**config.mk**
```make
export PLATFORM = sky130hd
export DESIGN_NAME = cdf_ram
export DESIGN_NICKNAME = d
export VERILOG_FILES = /design/src/rtl/cdf_ram.sv
export SDC_FILE = /design/constraint.sdc
export NUM_CORES = 1
export LEC_CHECK = 0
export BUFFER_PORTS_ARGS = -buffer_cell sky130_fd_sc_hd__clkbuf_2
export CAP_MARGIN = 20
export CORE_AREA = 2 2 110 112
export DETAILED_ROUTE_END_ITERATION = 10
export DIE_AREA = 0 0 112 114
export HOLD_SLACK_MARGIN = 0.02
export PLACE_DENSITY = 0.68
export SKIP_LAST_GASP = 1
export SLEW_MARGIN = 20
export SYNTH_ARGS = -nofsm -noshare
export SYNTH_HDL_FRONTEND = slang
export SYNTH_SLANG_ARGS = --single-unit
```
**constraint.sdc**
```tcl
create_clock -name clk -period 3.45 [get_ports clk]
set_input_delay 0.345 -clock clk [delete_from_list [all_inputs] [get_ports clk]]
set_output_delay 0.345 -clock clk [all_outputs]
set_load 0.01 [all_outputs]
```
**src/rtl/cdf_ram.sv**
```systemverilog
module cdf_ram #(
	parameter int Width = 8,
	parameter int Depth = 16
) (
	input  logic                     clk,
	input  logic                     we,
	input  logic [$clog2(Depth)-1:0] waddr,
	input  logic [Width-1:0]         wdata,
	input  logic [$clog2(Depth)-1:0] raddr,
	output logic [Width-1:0]         rdata
);

	logic [Width-1:0] mem [Depth];

	// One write port and one registered read port.
	always_ff @(posedge clk) begin
		if (we) begin
			mem[waddr] <= wdata;
		end
		rdata <= mem[raddr];
	end

endmodule
```
* Word level (Yosys, flattened, before mapping)
Memory sizes are Yosys's and may differ from the RTL's. A register that Yosys moved wholly into a read port is not among the register bits.
Index checks and enable logic that the tools add are counted.
** Word-level totals
- Register bits after elaboration :: 0
- RAM bits :: 128
- Bits of input ports :: 18
- Memories :: 1
** Cells by class
- Muxes and demuxes :: 2
** Memories
- mem :: words 16, width 8, rd ports 1, clocked after Yosys merged registers in 1, wr ports 1, RTL line 13 : logic [Width-1:0] mem [Depth];
** Operators by type and width (count)
- 2-to-1 mux 1 bit :: 2

* Longest topological paths before layout
Gate-level depths: netlist of run 1.
- Depth in word-level cells :: 2
- Gate-level depth with buffers :: 5

* Least setup slack after synthesis of run 1
No wires, ideal clock.
- Path kind :: input port to flip-flop
- Start :: input port waddr[2]
- End :: memory mem[0][0], enable pin
- Setup time :: 0.383 ns
- Data arrival time :: 1.455 ns
- Data required time :: 3.067 ns
- Setup slack :: 1.612 ns
- Stages on the path :: 2
- Buffers on the path :: 0
- Path through :: or3b_2 -> nor3_1
** RTL lines
- start, declared :: RTL line 7 : input logic [$clog2(Depth)-1:0] waddr,
- end, declared :: RTL line 13
No word-level cell before the write port.

==> results.ini, run 1 <==
[drt]
wl_per_cell_um = 22.53
vias = 2373
routed_wirelength_um = 9642
postRouteAntennaNets = 0
drtIter0Drc = 222
drc = 0
first_pass_iters = 6
routed_via_density = 5.544

[logic_synthesis]
yosys_warnings = 0
synth_area_mm2 = 0.005147
ys_async_sr_fraction_pct = 0
synth_top_area_share_pct = 74.67
mappedNetlistNets = 247
ys_ff_latch = 136
yosys-top-cells-count = 128 x edfxtp_1, 18 x mux4_2, 16 x a22oi_1
synthDistinctLibCells = 19
synth_edf_count = 128
seq_area_frac_synth_pct = 77.78
synth_area_leader_cell = edfxtp_1
post_synth.cell_area_avg_um2 = 22.48
synth_flop_cell = edfxtp_1
yosysMostFrequentCell = edfxtp_1
synthTopCellsByArea = edfxtp_1 75%, mux4_2 7.9%, mux4_1 7.1%
syn_inst = 229

[layout]
area_delta_synth_final_pct = 16.41
final_layout_size_suffix_gt1_share_pct = 25.98
antennaDiodeCount = 0
fillCellCount = 943
fin_nets = 286

[clocking]
cts.sinks = 136
ctsHoldBuffers = 0
cts_resized = 0
clk_pin_slew_worst_paths_ns = 0.06
clk_latency_ns = 0.41
cts_root_buf = clkbuf_16
htree_levels = 4
cts_tree = yes
cts_setup_buffers = 0
cts_buffers = 17
cts.path.max_buffers = 2

[critical_path]
cp-start-kind = primary input
critPathTopFamily = buffers and inverters
cp_slowest_cell = mux4_2
cp_data_arrival_time_ns = 2.01
critPathMaxStageDelay_ns = 0.51
path_class = in -> reg
crit_chain = clkbuf_2 > buf_12 > mux4_2 > a22oi_1 > nand2_1
path_buf_inv = 2
crit_path_end_kind = flip-flop
critPathRequiredTime_ns = 3.75
cp_max_fo = 17

[grt]
grt_pass1_vias = 2486
grt_max_degree = 33
grt_pass1_wl_um = 14920
antenna_found_initial = 0
overflow = 0
grtUsageTotal_pct = 16.47

[timing]
skew_ns = 0.005082
min_period_ns = 1.719
max_freq_ghz = 0.5819
worst_pin_slew_ns = 1.024
period_share_pct = 49.81
finalMaxSlewViolations = 0
setup_viol = 0
slew_headroom_pct = 31.46
whs_ns = 0.3467
hold_viol_final = 0
rsz0062_at_grt = no
worst_slack_ns = 1.731
setup-tns-final_ns = 0

[die]
io_pins = 26
die-area_mm2 = 0.01277
die_y_um = 114
fp.dieW_um = 112
core_region_area_mm2 = 0.01171
start_util_pct = 43.95
rows = 40

[flow_run]
drv_cap = 0

[placed_design]
gp_congestion = 0.7297
place.detailed.hpwl_um = 6157
dpl_worst_slack_ns = 1.281
portBuffers = 25

[min_path]
hp-class = in -> reg

[pwr]
p_leak_nw = 2.003
ir_worst_vdd_uv = 345.9
powerDensity_mw_per_mm2 = 629.2

[outcome]
status = finished, final reports clean

## report_power, final
group          leakage, nW  switching (mW)  internal [mW]
sequential            1.22          0.0117           1.85
clock                0.275           0.617           1.13
combinational        0.505          0.0984         0.0687
total                 2.00           0.728           3.04
## cells by family (layout without fill, tap and decap cells)
family          Yosys count  in the layout  synth area share (%)
mux                      32             32                 15.02
flops                   136            136                 77.78
simple gates             35             35                 3.184
compound gates           16             16                 2.334
buf+inv                  10             62                 1.677
## worst register-to-register path, delay by kind of cell (launching register included)
| family | cells | cell delay (ns) |
|---|---|---|
| flip-flops | 1 | 0.35 |
| AO/OA/AOI/OAI | 1 | 0.32 |
| AND/OR/NAND/NOR | 1 | 0.11 |
| multiplexers | 1 | 0.52 |
## final cells by class
class | count | area [um2] | share of cell area [%]
Timing Repair Buffer | 30 | 175.2 | 2.923
Sequential cell | 136 | 4004 | 66.82
Clock buffer | 22 | 444.2 | 7.413
Multi-Input combinational cell | 83 | 1057 | 17.64
Clock inverter | 10 | 127.6 | 2.130
Tap cell | 147 | 183.9 | 3.070
## registers in the layout (all words and copies together) (netlist names)
name	count
mem	128
rdata	8
## cell usage in the layout, fill, tap and decap left out, types with 5 or more instances in the layout
| master | netlist | layout |
|---|---|---|
| nand2_1 | 9 | 9 |
| mux4_2 | 18 | 18 |
| clkbuf_16 | 0 | 17 |
| a22oi_1 | 16 | 16 |
| clkbuf_1 | 0 | 5 |
| mux4_1 | 14 | 14 |
| nor2_1 | 13 | 13 |
| edfxtp_1 | 128 | 128 |
| clkbuf_2 | 0 | 25 |
| dfxtp_1 | 8 | 8 |
## worst paths after layout
path / from / end / depth (start not counted) / slack, ns
setup / recovery: raddr[0] / rdata[4]$_DFF_P_ / 5 / 1.73
hold / removal: wdata[1] / mem[4][1]$_DFFE_PP_ / 1 / 0.35
setup reg to reg: mem[1][2]$_DFFE_PP_ / rdata[2]$_DFF_P_ / 3 / 2.03
hold reg to reg: mem[15][3]$_DFFE_PP_ / rdata[3]$_DFF_P_ / 3 / 0.67
## metrics by stage
step	std cells	util, %	power [mW]	area, um2
CTS	428	51.16	3.800	5992
global placement	396	46.28	2.058	5420
finish	428	51.16	3.770	5992
floorplan	229	-	1.988	5147
global route	428	51.16	3.888	5992
detailed placement	396	46.28	2.064	5420
## layer usage
| layer | routed length [um] | GRT usage (%) | vias up |
|---|---|---|---|
| met3 | 499 | 4.942 | 17 |
| met2 | 4521 | 25.09 | 82 |
| met1 | 4455 | 22.52 | 1218 |
| met5 | 0 | 0 | - |
| li1 | - | - | 1056 |
| met4 | 165 | 6.829 | 0 |
Note: power is estimated with default switching activity, not from simulation.
==> run 2: changes to the inputs <==
==> constraint.sdc (replaced) <==
create_clock -name clk -period 1.6 [get_ports clk]
set_input_delay 0.16 -clock clk [delete_from_list [all_inputs] [get_ports clk]]
set_output_delay 0.16 -clock clk [all_outputs]
set_load 0.01 [all_outputs]
==> run 2 against run 1 <==
Effect of this change:
- sequential power grew 120%
- hold slack lost 0.20 ns
- global-route usage grew 0.14 points
- sequential cell count is the same
- critical endpoint is now rdata[2]$_DFF_P_
==> results.ini, run 2 (synthesis results as in run 1) <==
[critical_path]
path_class = reg -> reg
cp_slowest_cell = mux4_1
cp_max_fo = 1  ; -16
crit_chain = mux4_1 > a22oi_1 > nand2_1
critPathMaxStageDelay_ns = 0.50  ; about the same
cp_data_arrival_time_ns = 1.71  ; -0.30 ns
crit_path_end_kind = flip-flop
cp-start-kind = flip-flop
critPathRequiredTime_ns = 1.90  ; -1.85 ns
path_buf_inv = 0  ; -2
critPathTopFamily = multiplexers

[layout]
final_cell_mix = 128 x edfxtp_1, 25 x clkbuf_2, 24 x buf_4
final_common_cell = edfxtp_1
largest_reg_flops = 128  ; unchanged
fillCellCount = 906  ; -3.9%
largest-register = mem
area_delta_synth_final_pct = 21.22
fin_nets = 309  ; +8.0%
post-route-cell-area_mm2 = 0.006240  ; +4.1%
antennaDiodeCount = 0  ; unchanged
top_regs = mem (128), rdata (8)
final_util_pct = 53.28  ; +2.1 points
final_layout_size_suffix_gt1_share_pct = 34.54  ; +8.6 points

[timing]
period_share_pct = 88.18
slew_headroom_pct = 44.32  ; +13 points
max_freq_ghz = 0.7088
hold_viol_final = 0  ; unchanged
setup_viol = 0  ; unchanged
worst_pin_slew_ns = 0.8336  ; -0.1907 ns
rsz0062_at_grt = no
whs_ns = 0.1483  ; -0.1984 ns
min_period_ns = 1.411
setup-tns-final_ns = 0  ; unchanged
skew_ns = 0.007794  ; +0.002712 ns
finalMaxSlewViolations = 0  ; unchanged

[placed_design]
gp_congestion = 0.7232  ; -0.89%
place.detailed.hpwl_um = 6620  ; +7.5%
portBuffers = 25  ; unchanged
dpl_cell_area_mm2 = 0.005635  ; +4.0%

[drt]
vias = 2462  ; +3.8%
postRouteAntennaNets = 0  ; unchanged
first_pass_iters = 5  ; -1
drc = 0  ; unchanged
wl_per_cell_um = 21.65  ; -3.9%
drtIter0Drc = 160  ; -28%
routed_via_density = 5.459  ; -1.5%
routed_wirelength_um = 9764  ; +1.3%

[grt]
overflow = 0  ; unchanged
grtUsageTotal_pct = 16.60  ; +0.14 points
grt_pass1_wl_um = 14950  ; +0.19%
antenna_found_initial = 0  ; unchanged
grt_pass1_vias = 2595  ; +4.4%
grt_max_degree = 20  ; -39%

[pwr]
p_leak_nw = 2.154  ; +7.5%
ir_worst_vdd_uv = 1005  ; +190%
p_total_mw = 8.276  ; +120%
powerDensity_mw_per_mm2 = 1326  ; +110%

[die]
fp.dieW_um = 112  ; unchanged
io_pins = 26  ; unchanged
die_y_um = 114  ; unchanged
start_util_pct = 43.95  ; unchanged
die-area_mm2 = 0.01277  ; unchanged
rows = 40  ; unchanged
core_region_area_mm2 = 0.01171  ; unchanged

[clocking]
clk_pin_slew_worst_paths_ns = 0.06  ; about the same
cts_root_buf = clkbuf_16
cts_resized = 0  ; unchanged
cts_buffers = 17  ; unchanged
cts_setup_buffers = 0  ; unchanged
ctsHoldBuffers = 0  ; unchanged
cts.sinks = 136  ; unchanged
clk_latency_ns = 0.41  ; about the same
cts.path.max_buffers = 2  ; unchanged
htree_levels = 4  ; unchanged
cts_tree = yes

[outcome]
status = finished, final reports clean

[min_path]
hp-class = in -> reg

[flow_run]
drv_cap = 0  ; unchanged

## run 2: cell count changes in the layout (fill, tap and decap cells not counted)
cell,before,now
nor3_2,0,1
clkinvlp_4,1,2
inv_6,0,4
clkinv_2,2,0
bufinv_16,3,2
clkbuf_1,5,0
clkinv_1,3,0
buf_4,4,24
inv_8,0,1
clkbuf_8,0,1
clkinv_4,1,5
nor3_1,4,3
buf_12,1,4
## run 2: per-layer routing
metal	routed length [um]	vias to the layer above	track usage, %
li1	-	1101	-
met1	4247	1287	21.66
met2	4883	66	26.26
met3	529	8	5.473
met4	103	0	6.504
met5	0	-	0
## run 2: power breakdown
group | switching, mW | internal, mW | total (mW)
clock network | 1.50 | 2.37 | 3.87
registers | 0.0257 | 3.98 | 4.01
logic | 0.219 | 0.177 | 0.395
## run 2: through the flow
step                worst slack [ns]  std cells
global placement            -0.02217        419
finish                        0.1891        451
global route                 0.09658        451
floorplan                     0.1739        229
CTS                           0.1478        451
detailed placement          -0.03437        419
## run 2: cell type report
cell class	instances	area, um2	share of cell area [%]
well taps	147	183.9	2.948
flip-flops and latches	136	4004	64.17
clock buffers	18	439.2	7.038
multi-input cells	83	1062	17.02
repair buffers	53	385.4	6.176
clock inverters	14	165.2	2.647
## run 2: final timing paths
kind	start	end	slack [ns]	cells past startpoint
worst min-delay path	wdata[3]	mem[4][3]$_DFFE_PP_	0.15	1
worst max-delay path	mem[0][2]$_DFFE_PP_	rdata[2]$_DFF_P_	0.19	3
worst min register to register	mem[14][2]$_DFFE_PP_	rdata[2]$_DFF_P_	0.66	3
worst max register to register	mem[0][2]$_DFFE_PP_	rdata[2]$_DFF_P_	0.19	3
